[src/sv/rplm_pkg.sv]
package rplm_pkg;

  localparam int LUX_W      = 17;
  localparam int ACCEL_W    = 16;
  localparam int THR_W      = 8;
  localparam int MODE_W     = 4;
  localparam int CFG_IDX_W  = 3;
  localparam int CFG_DATA_W = 17;

  typedef logic [CFG_IDX_W-1:0] cfg_idx_t;

  // register indexes on the configuration port
  localparam cfg_idx_t CFG_DARK_LUX     = 3'd0;
  localparam cfg_idx_t CFG_DIM_LUX      = 3'd1;
  localparam cfg_idx_t CFG_MOTION_LEVEL = 3'd2;
  localparam cfg_idx_t CFG_HELD_LEVEL   = 3'd3;
  localparam cfg_idx_t CFG_LIFT_TICKS   = 3'd4;
  localparam cfg_idx_t CFG_STILL_TICKS  = 3'd5;
  localparam cfg_idx_t CFG_LOWER_TICKS  = 3'd6;

  // reset values of the configuration registers
  localparam logic [LUX_W-1:0]          DARK_LUX_RST     = 17'd20;
  localparam logic [LUX_W-1:0]          DIM_LUX_RST      = 17'd80;
  localparam logic signed [ACCEL_W-1:0] MOTION_LEVEL_RST = 16'sd5;
  localparam logic signed [ACCEL_W-1:0] HELD_LEVEL_RST   = 16'sd25;
  localparam logic [THR_W-1:0]          LIFT_TICKS_RST   = 8'd3;
  localparam logic [THR_W-1:0]          STILL_TICKS_RST  = 8'd40;
  localparam logic [THR_W-1:0]          LOWER_TICKS_RST  = 8'd5;

endpackage

[src/sv/robot_pickup_and_light_mode_fsm_core.sv]
// channel  valid      stall      payload
// -------  ---------  ---------  ------------------------------------------------
// in       in_valid   in_stall   light_lux, bump_pressed, accel_z
// out      out_valid  out_stall  mode_now, drive_normal, drive_stop, red_led
// cfg      cfg_wr_en  (none)     cfg_index, cfg_data
//
// One request per cycle sustained while out_stall is low; each result passes through
// the input register, then the mode/counter update into the result register.
// Synchronous active-high rst returns mode to measure, counter to zero, normal
// flag to one and all configuration registers to their defaults.
// A stalled result holds; the input register still takes one request behind it,
// after which in_stall rises until the result is taken.
module robot_pickup_and_light_mode_fsm_core #(
  parameter int COUNT_BITS = 8
) (
  input  logic                                  clk,
  input  logic                                  rst,
  input  logic                                  in_valid,
  output logic                                  in_stall,
  input  logic [rplm_pkg::LUX_W-1:0]            light_lux,
  input  logic                                  bump_pressed,
  input  logic signed [rplm_pkg::ACCEL_W-1:0]   accel_z,
  output logic                                  out_valid,
  input  logic                                  out_stall,
  output logic [rplm_pkg::MODE_W-1:0]           mode_now,
  output logic                                  drive_normal,
  output logic                                  drive_stop,
  output logic                                  red_led,
  input  logic                                  cfg_wr_en,
  input  logic [rplm_pkg::CFG_IDX_W-1:0]        cfg_index,
  input  logic [rplm_pkg::CFG_DATA_W-1:0]       cfg_data
);

  localparam int CMP_W = (COUNT_BITS > rplm_pkg::THR_W) ? COUNT_BITS : rplm_pkg::THR_W;
  localparam logic [COUNT_BITS-1:0] COUNT_MAX = {COUNT_BITS{1'b1}};
  localparam logic [COUNT_BITS-1:0] COUNT_ONE = {{(COUNT_BITS-1){1'b0}}, 1'b1};
  localparam logic [COUNT_BITS-1:0] COUNT_TWO = {{(COUNT_BITS-2){1'b0}}, 2'b10};

  typedef enum logic [rplm_pkg::MODE_W-1:0] {
    MEASURE     = 4'd0,
    NORMAL      = 4'd1,
    SLOW        = 4'd2,
    HALT        = 4'd3,
    PICK_LIGHT  = 4'd4,
    WAIT_STILL  = 4'd5,
    ARM_LOWER   = 4'd6,
    WAIT_LOWER  = 4'd7,
    ARM_SETTLE  = 4'd8,
    WAIT_SETTLE = 4'd9,
    PICK_DONE   = 4'd10
  } mode_t;

  // configuration
  logic [rplm_pkg::LUX_W-1:0]          dark_lux;
  logic [rplm_pkg::LUX_W-1:0]          dim_lux;
  logic signed [rplm_pkg::ACCEL_W-1:0] motion_level;
  logic signed [rplm_pkg::ACCEL_W-1:0] held_level;
  logic [rplm_pkg::THR_W-1:0]          lift_ticks;
  logic [rplm_pkg::THR_W-1:0]          still_ticks;
  logic [rplm_pkg::THR_W-1:0]          lower_ticks;

  // input register
  logic                                in_full;
  logic [rplm_pkg::LUX_W-1:0]          lux_r;
  logic                                bump_r;
  logic signed [rplm_pkg::ACCEL_W-1:0] accel_r;

  // state
  mode_t                  mode_state, mode_state_next;
  logic [COUNT_BITS-1:0]  tick_count, tick_count_next;
  logic                   normal_flag, normal_flag_next;
  logic                   stop_flag, stop_flag_next;
  logic                   led_flag, led_flag_next;

  logic                   in_take;
  logic                   advance;

  logic                   up_motion;
  logic                   is_still;
  logic [COUNT_BITS-1:0]  cnt_inc;
  logic [COUNT_BITS-1:0]  cnt_dec1;
  logic [COUNT_BITS-1:0]  cnt_dec2;
  logic [CMP_W-1:0]       cnt_cmp;
  logic [CMP_W-1:0]       lift_cmp;
  logic [CMP_W-1:0]       still_cmp;
  logic [CMP_W-1:0]       lower_cmp;

  // move a request into the state update when the result slot is free or draining
  assign advance  = in_full && (!out_valid || !out_stall);
  assign in_stall = in_full && !advance;
  assign in_take  = in_valid && !in_stall;

  always_ff @(posedge clk) begin
    if (in_take) begin
      lux_r   <= light_lux;
      bump_r  <= bump_pressed;
      accel_r <= accel_z;
    end
  end

  assign up_motion = accel_r > motion_level;
  assign is_still  = (accel_r == '0);
  assign cnt_inc   = (tick_count == COUNT_MAX) ? tick_count : tick_count + COUNT_ONE;
  assign cnt_dec1  = (tick_count > COUNT_ONE) ? tick_count - COUNT_ONE : '0;
  assign cnt_dec2  = (tick_count > COUNT_TWO) ? tick_count - COUNT_TWO : '0;

  assign cnt_cmp   = CMP_W'(tick_count_next);
  assign lift_cmp  = CMP_W'(lift_ticks);
  assign still_cmp = CMP_W'(still_ticks);
  assign lower_cmp = CMP_W'(lower_ticks);

  // action of the current mode first
  always_comb begin
    tick_count_next  = tick_count;
    normal_flag_next = normal_flag;
    stop_flag_next   = stop_flag;
    led_flag_next    = led_flag;
    case (mode_state)
      MEASURE:     tick_count_next = up_motion ? cnt_inc : '0;
      NORMAL: begin
        normal_flag_next = 1'b1;
        stop_flag_next   = 1'b0;
      end
      SLOW: begin
        normal_flag_next = 1'b0;
        stop_flag_next   = 1'b0;
      end
      HALT: begin
        normal_flag_next = 1'b0;
        stop_flag_next   = 1'b1;
      end
      PICK_LIGHT: begin
        led_flag_next    = 1'b1;
        normal_flag_next = 1'b0;
        stop_flag_next   = 1'b1;
        tick_count_next  = '0;
      end
      WAIT_STILL:  tick_count_next = is_still ? cnt_inc : cnt_dec1;
      ARM_LOWER:   tick_count_next = '0;
      WAIT_LOWER:  tick_count_next = up_motion ? cnt_inc : cnt_dec1;
      ARM_SETTLE:  tick_count_next = '0;
      WAIT_SETTLE: tick_count_next = is_still ? cnt_inc : cnt_dec2;
      PICK_DONE: begin
        led_flag_next   = 1'b0;
        tick_count_next = '0;
      end
      default: ;
    endcase
  end

  // then the next mode from the updated counter
  always_comb begin
    case (mode_state)
      MEASURE: begin
        if (cnt_cmp > lift_cmp) begin
          mode_state_next = PICK_LIGHT;
        end else if (lux_r < dark_lux || bump_r) begin
          mode_state_next = HALT;
        end else if (lux_r < dim_lux) begin
          mode_state_next = SLOW;
        end else begin
          mode_state_next = NORMAL;
        end
      end
      PICK_LIGHT:  mode_state_next = WAIT_STILL;
      WAIT_STILL:  mode_state_next = (cnt_cmp < still_cmp) ? WAIT_STILL : ARM_LOWER;
      ARM_LOWER:   mode_state_next = WAIT_LOWER;
      WAIT_LOWER: begin
        if (accel_r > held_level || cnt_cmp < lower_cmp) begin
          mode_state_next = WAIT_LOWER;
        end else begin
          mode_state_next = ARM_SETTLE;
        end
      end
      ARM_SETTLE:  mode_state_next = WAIT_SETTLE;
      WAIT_SETTLE: mode_state_next = (cnt_cmp < still_cmp) ? WAIT_SETTLE : PICK_DONE;
      default:     mode_state_next = MEASURE;
    endcase
  end

  always_ff @(posedge clk) begin
    if (rst) begin
      in_full      <= 1'b0;
      out_valid    <= 1'b0;
      mode_state   <= MEASURE;
      tick_count   <= '0;
      normal_flag  <= 1'b1;
      stop_flag    <= 1'b0;
      led_flag     <= 1'b0;
      mode_now     <= '0;
      drive_normal <= 1'b0;
      drive_stop   <= 1'b0;
      red_led      <= 1'b0;
      dark_lux     <= rplm_pkg::DARK_LUX_RST;
      dim_lux      <= rplm_pkg::DIM_LUX_RST;
      motion_level <= rplm_pkg::MOTION_LEVEL_RST;
      held_level   <= rplm_pkg::HELD_LEVEL_RST;
      lift_ticks   <= rplm_pkg::LIFT_TICKS_RST;
      still_ticks  <= rplm_pkg::STILL_TICKS_RST;
      lower_ticks  <= rplm_pkg::LOWER_TICKS_RST;
    end else begin
      if (in_take) begin
        in_full <= 1'b1;
      end else if (advance) begin
        in_full <= 1'b0;
      end

      if (advance) begin
        out_valid    <= 1'b1;
        mode_state   <= mode_state_next;
        tick_count   <= tick_count_next;
        normal_flag  <= normal_flag_next;
        stop_flag    <= stop_flag_next;
        led_flag     <= led_flag_next;
        mode_now     <= mode_state_next;
        drive_normal <= normal_flag_next;
        drive_stop   <= stop_flag_next;
        red_led      <= led_flag_next;
      end else if (!out_stall) begin
        out_valid <= 1'b0;
      end

      if (cfg_wr_en) begin
        case (cfg_index)
          rplm_pkg::CFG_DARK_LUX:     dark_lux     <= cfg_data;
          rplm_pkg::CFG_DIM_LUX:      dim_lux      <= cfg_data;
          rplm_pkg::CFG_MOTION_LEVEL: motion_level <= cfg_data[rplm_pkg::ACCEL_W-1:0];
          rplm_pkg::CFG_HELD_LEVEL:   held_level   <= cfg_data[rplm_pkg::ACCEL_W-1:0];
          rplm_pkg::CFG_LIFT_TICKS:   lift_ticks   <= cfg_data[rplm_pkg::THR_W-1:0];
          rplm_pkg::CFG_STILL_TICKS:  still_ticks  <= cfg_data[rplm_pkg::THR_W-1:0];
          rplm_pkg::CFG_LOWER_TICKS:  lower_ticks  <= cfg_data[rplm_pkg::THR_W-1:0];
          default: ;
        endcase
      end
    end
  end

endmodule

[config.mk]
export PLATFORM = sky130hd
export DESIGN_NAME = robot_pickup_and_light_mode_fsm_core
export DESIGN_NICKNAME = d
export VERILOG_FILES = /design/src/sv/rplm_pkg.sv /design/src/sv/robot_pickup_and_light_mode_fsm_core.sv
export SDC_FILE = /design/constraint.sdc
export NUM_CORES = 1
export LEC_CHECK = 0
export ABC_AREA = 1
export BUFFER_PORTS_ARGS = -buffer_cell sky130_fd_sc_hd__buf_2
export CAP_MARGIN = 10
export CORE_MARGIN = 2
export CORE_UTILIZATION = 50
export CTS_CLUSTER_DIAMETER = 40
export CTS_CLUSTER_SIZE = 40
export DETAILED_ROUTE_END_ITERATION = 10
export GPL_TIMING_DRIVEN = 0
export PLACE_DENSITY_LB_ADDON = 0.08
export RECOVER_POWER = 50
export SKIP_LAST_GASP = 1
export SLEW_MARGIN = 20
export SYNTH_ARGS = -nofsm -noshare
export SYNTH_HDL_FRONTEND = slang
export SYNTH_SLANG_ARGS = --single-unit
[constraint.sdc]
create_clock -name clk -period 5.3 [get_ports clk]
set_input_delay 0.265 -clock clk [delete_from_list [all_inputs] [get_ports clk]]
set_output_delay 0.265 -clock clk [all_outputs]
set_load 0.01 [all_outputs]
==> summary.md, run 1 <==
| Metric | Value |
|---|---|
| Clock skew | `just under 0.009 ns` |
| Number of global-route vias before repair | `6065` |
| CTS buffer count | `17` |
| Setup TNS | `0 ns` |
| Rows | `46` |
| Core region area | `15770 um2` |
| Post-CTS Setup Bufs | `0` |
| Yosys warnings | `0` |
| Cell-internal power | `0.002254 W` |
| Status | `finished clean` |
| Crit-path max FO | `6` |
| Filler Cell Count | `around 1500` |
| RSZ-0062 raised after global routing | `false` |
| Sequential area share after synthesis | `0.3977` |
| Final Cycle Share | `0.8128` |
| Nets@finish | `between 1000 and 1500` |
| Leading area contributor after synthesis | `dfxtp_1` |
| GP Congestion | `0.9386` |
| Clk Latency, worst-skew pair | `between 0.4 and 0.5 ns` |
| Reg power frac | `0.359` |
| Switching pwr | `0.001153 W` |
| Worst Path Arrival | `4.59 ns` |
| Die H | `130.5 um` |
| Final hold violation count | `0` |
| R2R Path Start | `accel_r[15]` |
| HPWL Detailed | `between 10000 and 15000 um` |
| Area of the die | `17040 um2` |
| Initial antenna violation count | `0` |
| Critical path capture point | `mode_state[0]` |
| Layout cell share with drive strength beyond 1 | `0.1054` |
| CP Launch Type | `register` |
| H-tree levels | `4` |
| Top Ports | `approximately 70` |
| DRT antenna net count | `0` |
| Global-route usage over all layers | `0.2387` |
| EDFF count, synth | `34` |
| Root Buffer | `clkbuf_16` |
| Avg WL per Cell | `approximately 15 um` |
| Minimum clock period | `4.308 ns` |
| # port buffers | `67` |
| Synth cell types | `41` |
| Critical Path End Type | `register` |
| Most common cell in the synthesized netlist | `inv_1` |
| Routed vias | `6896` |
| Slew margin rel. | `0.5147` |
| Register area | `3183 um2` |
| Highest-delay cell along the critical path | `edfxtp_1` |
| First-pass GRT wire length | `31160 um` |
| Critical path data required time | `5.58 ns` |
| Clock Path Buffers | `2` |
| Setup violations, final | `0` |
| CTS tree | `built` |
| Final number of max-transition violations | `0` |
| Fmax | `around 230 MHz` |
| Reg2Reg Setup Slack | `0.99 ns` |
| Area after DPL | `8610 um2` |
| Mapped Cells | `1019` |
| # diodes | `0` |
| Area occupied by multi-input gates | `just over 4000 um2` |
| Max cap viols | `0` |
| CP Launch Point | `accel_r[15]` |
| TritonRoute pass-1 iters | `5` |
| Leak | `slightly above 4 nW` |
| Top cells by area, synth | `dfxtp_1, ha_1, edfxtp_1, a21oi_1, inv_1` |
| Hold WC Path Type | `primary input to register` |
| Worst r2r dst | `mode_state[0]` |
| Top_reg_cell synth | `dfxtp_1` |
| Logic pwr share | `0.298` |
| Die Wd | `130.5 um` |
| DRC viols | `0` |
| Area growth syn-to-layout | `14.99%` |
| Synthesized flop and latch total | `about 140` |
| Post-synth ARST share | `0` |
| Worst Hold Launch | `light_lux[2]` |
| Worst slew pin tran | `about 0.73 ns` |
| Post-route cell area | `9204 um2` |
| Clk pwr share | `0.343` |
| Mean post-synth cell area | `~8 um2` |
| Syn nets | `1171` |
| Critical Setup Path Class | `register to register` |
| Commonest cells post-synth | `inv_1, nand2_1, a21oi_1` |
| # resized after CTS | `0` |
| Clock transition at the registers of the reported paths | `0.06 ns` |
| Initial Util | `0.5075` |
| Drt first-iter violations | `between 600 and 700` |
| Most used cell, CP | `nand2_1` |
| Synth Cell Area | `roughly 8000 um2` |
| Worst vdd ir | `302.3 uV` |
| GRT overflow | `0` |
| Top-area cell type share of the netlist area | `0.2701` |
| Via density | `5.162` |
| Clock sink count | `142` |
| Pwr/cell area | `370.2 nW/um2` |
| WL final | `19670 um` |
| Switching share of power | `0.3384` |
| Reg2Reg Depth | `25` |
| Worst path max stage delay | `~0.44 ns` |
| Largest net degree at the start of global routing | `35` |
-- power groups by stage --
stage          registers (W)  clock network (W)  logic, W
2_1_floorplan        0.00124                  0  0.000746
3_3_place_gp         0.00124                  0  0.000988
3_5_place_dp         0.00125                  0   0.00101
4_1_cts              0.00122            0.00118   0.00102
5_1_grt              0.00123            0.00123   0.00117
6_report             0.00122            0.00117   0.00102
-- sequential cells by signal (all words and copies together) (netlist names) --
| name | count |
|---|---|
| dark_lux | 17 |
| dim_lux | 17 |
| lux_r | 17 |
| accel_r | 16 |
| held_level | 16 |
| motion_level | 16 |
| lift_cmp | 8 |
| lower_cmp | 8 |
| still_cmp | 8 |
| tick_count | 8 |
| mode_state | 4 |
| bump_r | 1 |
| drive_normal | 1 |
| in_full | 1 |
| led_flag | 1 |
| normal_flag | 1 |
| out_valid | 1 |
| stop_flag | 1 |
-- through the flow --
stage	hold slack, ns	utilization	setup slack, ns	cells	power, W
after floorplan	0.3639	-	1.932	1019	0.001982
after global placement	0.4411	0.5459	1.133	1302	0.002233
after detailed placement	0.4431	0.5459	1.098	1302	0.002251
after CTS	0.005570	0.5831	1.022	1334	0.003422
after global routing	0.001514	0.5836	0.6015	1336	0.003634
final	0.02000	0.5836	0.9922	1336	0.003408
-- kinds of logic after synthesis --
group	count (synthesis)	synth area share
adders and majority gates	93	0.1454
and+or+nand+nor	278	0.1507
xor gates and xnor gates	5	0.006409
DFF	142	0.3977
AOI/OAI and AO/OA	295	0.2023
buffers and inverters	206	0.09755
-- layer usage --
metal | global-route usage | share of wire
met1 | 0.3560 | 0.52
met2 | 0.3606 | 0.42
met3 | 0.04967 | 0.051
met4 | 0.04506 | 0.0086
met5 | 0 | 0
-- worst min-delay path by stage --
stage / end / slack, ns / cells past startpoint
floorplan: accel_r[0] / 0.36 / 0
global placement: accel_r[11] / 0.44 / 1
CTS: lux_r[16] / 0.006 / 1
detailed placement: accel_r[15] / 0.44 / 1
finish: lux_r[2] / 0.02 / 1
global route: lux_r[2] / 0.002 / 1
-- worst max-delay path: cells and delay by family (launching register included) --
family / cells / cell delay (ns)
buffers and inverters: 3 / 0.30
AO/OA/AOI/OAI: 9 / 1.54
flip-flops: 1 / 0.44
adder cells (fa/ha/maj): 2 / 0.69
AND/OR/NAND/NOR: 11 / 1.22
-- repair_timing --
| action | in CTS | in global routing |
|---|---|---|
| hold endpoints to repair | 0 | 2 |
| hold buffers | 0 | 2 |
| setup endpoints to repair | 0 | 0 |
-- layout make-up --
type                            count  share of cell area
Clock buffer                       25             0.05859
Buffer                             31             0.01346
Clock inverter                      7            0.005166
Tap cell                          216             0.02936
Multi-Input combinational cell    671              0.4390
Inverter                          175             0.07137
Sequential cell                   142              0.3458
Timing Repair Buffer               69             0.03725
-- layout by cell type (no fill, tap or decap), drive strengths merged --
cell type	count
o21bai	1
a21oi	138
buf	59
a221oi	1
dfxtp	108
clkbuf	64
a211oi	6
a31oi	3
inv	174
o21a	1
clkinvlp	1
nor2	84
nand3	23
or2	1
o31ai	3
ha	93
o221ai	5
clkinv	7
nand4	14
o2111ai	3
a21o	3
o21ai	113
o211ai	15
a311oi	1
nand2	144
o311ai	1
nand3b	1
edfxtp	34
dlygate4sd3	2
nor3	11
o221a	1
xor2	5
Note: power is estimated with default switching activity, not from simulation.
==> inputs of run 2 (changes only) <==
--- a/config.mk
+++ b/config.mk
@@ -5,7 +5,7 @@
 export SDC_FILE = /design/constraint.sdc
 export NUM_CORES = 1
 export LEC_CHECK = 0
-export ABC_AREA = 1
+export ABC_AREA = 0
 export BUFFER_PORTS_ARGS = -buffer_cell sky130_fd_sc_hd__buf_2
 export CAP_MARGIN = 10
 export CORE_MARGIN = 2
==> constraint.sdc (replaced) <==
create_clock -name clk -period 4.5 [get_ports clk]
set_input_delay 0.225 -clock clk [delete_from_list [all_inputs] [get_ports clk]]
set_output_delay 0.225 -clock clk [all_outputs]
set_load 0.01 [all_outputs]
==> summary.md, run 2 <==
| Metric | Value |
|---|---|
| Area growth syn-to-layout | `23.56%` |
| Largest net degree at the start of global routing | `27 (-23%)` |
| TritonRoute pass-1 iters | `5 (unchanged)` |
| Multiplexer area fraction after synthesis | `0.001221 (+0.001221)` |
| Worst Path Arrival | `4.99 ns (+0.40 ns)` |
| Syn nets | `1147 (-2.0%)` |
| Synthesized flop and latch total | `142 (unchanged)` |
| Critical path capture point | `mode_state[2]` |
| Max cap viols | `0 (unchanged)` |
| # port buffers | `64 (-4.5%)` |
| Setup violations, final | `3 (+3)` |
| Adder-cell share of the synthesized area | `0.1419 (-0.003483)` |
| Final number of max-transition violations | `0 (unchanged)` |
| Number of global-route vias before repair | `6974 (+15%)` |
| Biggest regs | `dark_lux x17, dim_lux x17, lux_r x17` |
| Commonest cells post-synth | `nand2_1, a21oi_1, dfxtp_1` |
| Hold WC Path Type | `primary input to register` |
| # diodes | `0 (unchanged)` |
| First-pass GRT wire length | `36630 um (+18%)` |
| Rows | `46 (unchanged)` |
| Top_reg_cell synth | `dfxtp_1` |
| Final hold violation count | `0 (unchanged)` |
| RSZ-0062 raised after global routing | `true` |
| Highest-delay cell along the critical path | `a2111o_1` |
| Leading area contributor after synthesis | `dfxtp_1` |
| Reg2Reg Setup Slack | `-0.14 ns (-1.13 ns)` |
| CTS buffer count | `17 (unchanged)` |
| Nets@finish | `1285 (+2.1%)` |
| Final WS setup | `-0.1376 ns (-1.130 ns)` |
| WL final | `23310 um (+18%)` |
| CTS tree | `built` |
| DRC viols | `0 (unchanged)` |
| Fmax | `215.6 MHz (-7.1%)` |
| Reg2Reg Depth | `20 (-20%)` |
| Critical Path End Type | `register` |
| Clock transition at the registers of the reported paths | `0.06 ns (about the same)` |
| Crit-path max FO | `3 (-3)` |
| Minimum clock period | `4.638 ns (+0.3299 ns)` |
| GP Congestion | `0.9189 (-2.1%)` |
| GRT overflow | `0 (unchanged)` |
| Worst path max stage delay | `0.48 ns (+0.04 ns)` |
| Slew margin rel. | `0.2698 (-0.2449)` |
| Initial antenna violation count | `0 (unchanged)` |
| H-tree levels | `4 (unchanged)` |
| CP Launch Point | `accel_r[1]` |
| Final Cycle Share | `1.031 (+0.2178)` |
| Synth cell types | `68 (+66%)` |
| Most common cell in the synthesized netlist | `nand2_1` |
| Top-area cell type share of the netlist area | `0.2637 (-0.006471)` |
| Top cells by area, synth | `dfxtp_1, ha_1, edfxtp_1, nand2_1, a21oi_1` |
| Worst vdd ir | `299.7 uV (-0.86%)` |
| Worst slew pin tran | `1.087 ns (+0.3590 ns)` |
| Initial Util | `0.5144 (+0.006825)` |
| CP Launch Type | `register` |
| Mean post-synth cell area | `8.242 um2 (+4.9%)` |
| Top Ports | `68 (unchanged)` |
| Drt first-iter violations | `602 (-2.0%)` |
| Critical Setup Path Class | `register to register` |
| Sequential area share after synthesis | `0.3882 (-0.009527)` |
| Failing checks | `negative setup slack` |
| Most frequent cells in the layout | `nand2_1, a21oi_1, dfxtp_1` |
| Dpl ws | `-0.8593 ns (-1.957 ns)` |
| Routed vias | `7568 (+9.7%)` |
| Clock skew | `0.01157 ns (+0.002819 ns)` |
| Worst r2r dst | `mode_state[2]` |
| Area of the die | `17440 um2 (+2.4%)` |
| Layout cell share with drive strength beyond 1 | `0.1344 (+0.02902)` |
| Simple logic cell fraction of the synthesized area | `0.2034 (+0.05269)` |
| Post-synthesis compound-gate area fraction | `0.1936 (-0.008660)` |
| Post-synth ARST share | `0 (unchanged)` |
| Commonest non-fill, non-tap cell in the layout | `nand2_1` |
| Critical path data required time | `4.86 ns (-0.72 ns)` |
| R2R Path Start | `accel_r[1]` |
| Core region area | `15940 um2 (+1.1%)` |
| CP Cell Sequence | `ha_4, nor2b_4, o211ai_1, a2111o_1, and4_4, o31ai_4, buf_4, a21boi_2, o21ai_1, a21oi_1, a21oi_2, ha_1, a21oi_2, nor2_1, a211oi_2, buf_4, nand4_1, o21ai_2, nor3b_4, o221a_1` |
| Clock sink count | `142 (unchanged)` |
| Avg WL per Cell | `17.11 um (+16%)` |
| DRT antenna net count | `0 (unchanged)` |
| Largest family of logic cells by synthesized area | `simple AND/OR/NAND/NOR gates` |
| Clock Path Buffers | `2 (unchanged)` |
| Status | `finished with violations` |
| Yosys warnings | `0 (unchanged)` |
| Root Buffer | `clkbuf_16` |
| Clk Latency, worst-skew pair | `0.43 ns (about the same)` |
| EDFF count, synth | `34 (unchanged)` |
| Pwr/cell area | `350.4 nW/um2 (-5.3%)` |
| Via density | `5.557 (+7.6%)` |
| Leak | `3.988 nW (-1.3%)` |
| Global-route usage over all layers | `0.2682 (+0.02944)` |
| Die H | `132.1 um (+1.2%)` |
| Synth Cell Area | `8200 um2 (+2.5%)` |
| Die Wd | `132.1 um (+1.2%)` |
| HPWL Detailed | `16490 um (+11%)` |
| Placed insts | `1276 (-2.0%)` |
| Mapped Cells | `995 (-2.4%)` |
| Post-Layout Cell Count | `1362 (+1.9%)` |
| Post-Synth XOR/XNOR Area | `0.007476 (+0.001067)` |
run 2: cell types whose count changed in the layout (fill, tap and decap cells not counted), sizes merged, moves of 11 or more:
| cell | change |
|---|---|
| nor2 | -35 |
| inv | -74 |
| a21oi | -18 |
| dlygate4sd3 | +32 |
| o211ai | -11 |
| a21o | +18 |
| o21ai | -95 |
| nand2 | +63 |
| buf | +19 |
| nor2b | +13 |
| nand2b | +12 |
run 2: layout make-up:
| type | instances | area [um2] |
|---|---|---|
| flip-flops and latches | 142 | 3183 |
| clock buffers | 20 | 489.2 |
| inverters | 97 | 364.1 |
| clock inverters | 12 | 128.9 |
| plain buffers | 41 | 162.7 |
| repair buffers | 119 | 819.5 |
| multi-input cells | 715 | 4715 |
| well taps | 216 | 270.3 |
| fillers | 1426 | 5811 |
run 2: worst min path at each step:
stage                      start    endpoint  slack [ns]  cells after the start
CTS                     in_valid     in_full       0.009                      3
global placement    light_lux[4]    lux_r[4]        0.40                      1
finish                  in_valid     in_full        0.01                      3
floorplan             accel_z[0]  accel_r[0]        0.32                      0
detailed placement  light_lux[0]    lux_r[0]        0.40                      1
global route            in_valid     in_full        0.04                      3
run 2: critical path: cells and delay by family, from the launching register on:
family,cells,cell delay [ns]
AO/OA/AOI/OAI,11,2.41
adder cells (fa/ha/maj),2,0.62
buffers and inverters,2,0.34
flip-flops,1,0.47
AND/OR/NAND/NOR,5,0.74
run 2: power by group:
part | switching [W] | internal, W
Combinational | 0.000407 | 0.000284
Clock | 0.000571 | 0.000898
Sequential | 0.0000342 | 0.00136
Total | 0.00101 | 0.00254
run 2: cell families after synthesis:
family / Yosys count
and+or+nand+nor: 367
muxes: 1
xor gates and xnor gates: 7
buffers and inverters: 138
adders and majority gates: 93
AOI/OAI and AO/OA: 247
DFF: 142
run 2: stage by stage:
| stage | hold slack [ns] | setup TNS (ns) | util | area [um2] | power [W] |
|---|---|---|---|---|---|
| 2_1_floorplan | 0.3239 | 0 | - | 8200 | 0.001809 |
| 5_1_grt | 0.03757 | -1.127 | 0.6355 | 10130 | 0.003693 |
| 3_5_place_dp | 0.4031 | -2.946 | 0.5531 | 8818 | 0.002001 |
| 4_1_cts | 0.009199 | 0 | 0.6255 | 9972 | 0.003520 |
| 3_3_place_gp | 0.4009 | -2.720 | 0.5514 | 8791 | 0.001992 |
| 6_report | 0.01023 | -0.2404 | 0.6355 | 10130 | 0.003551 |
run 2: metal layers:
| layer | GRT usage | wire [um] |
|---|---|---|
| met1 | 0.3790 | 11120 |
| met2 | 0.4178 | 10350 |
| met3 | 0.04460 | 1353 |
| met4 | 0.08816 | 484 |
| met5 | 0 | 0 |
run 2: repair_timing:
item | CTS | global route
resized for setup | 23 | 21
setup endpoints to repair | 4 | 4
endpoints found under the hold margin | 34 | 0
hold buffers | 34 | 0
cloned | 0 | 0
pin swaps | 11 | 25
setup buffers | 11 | 9
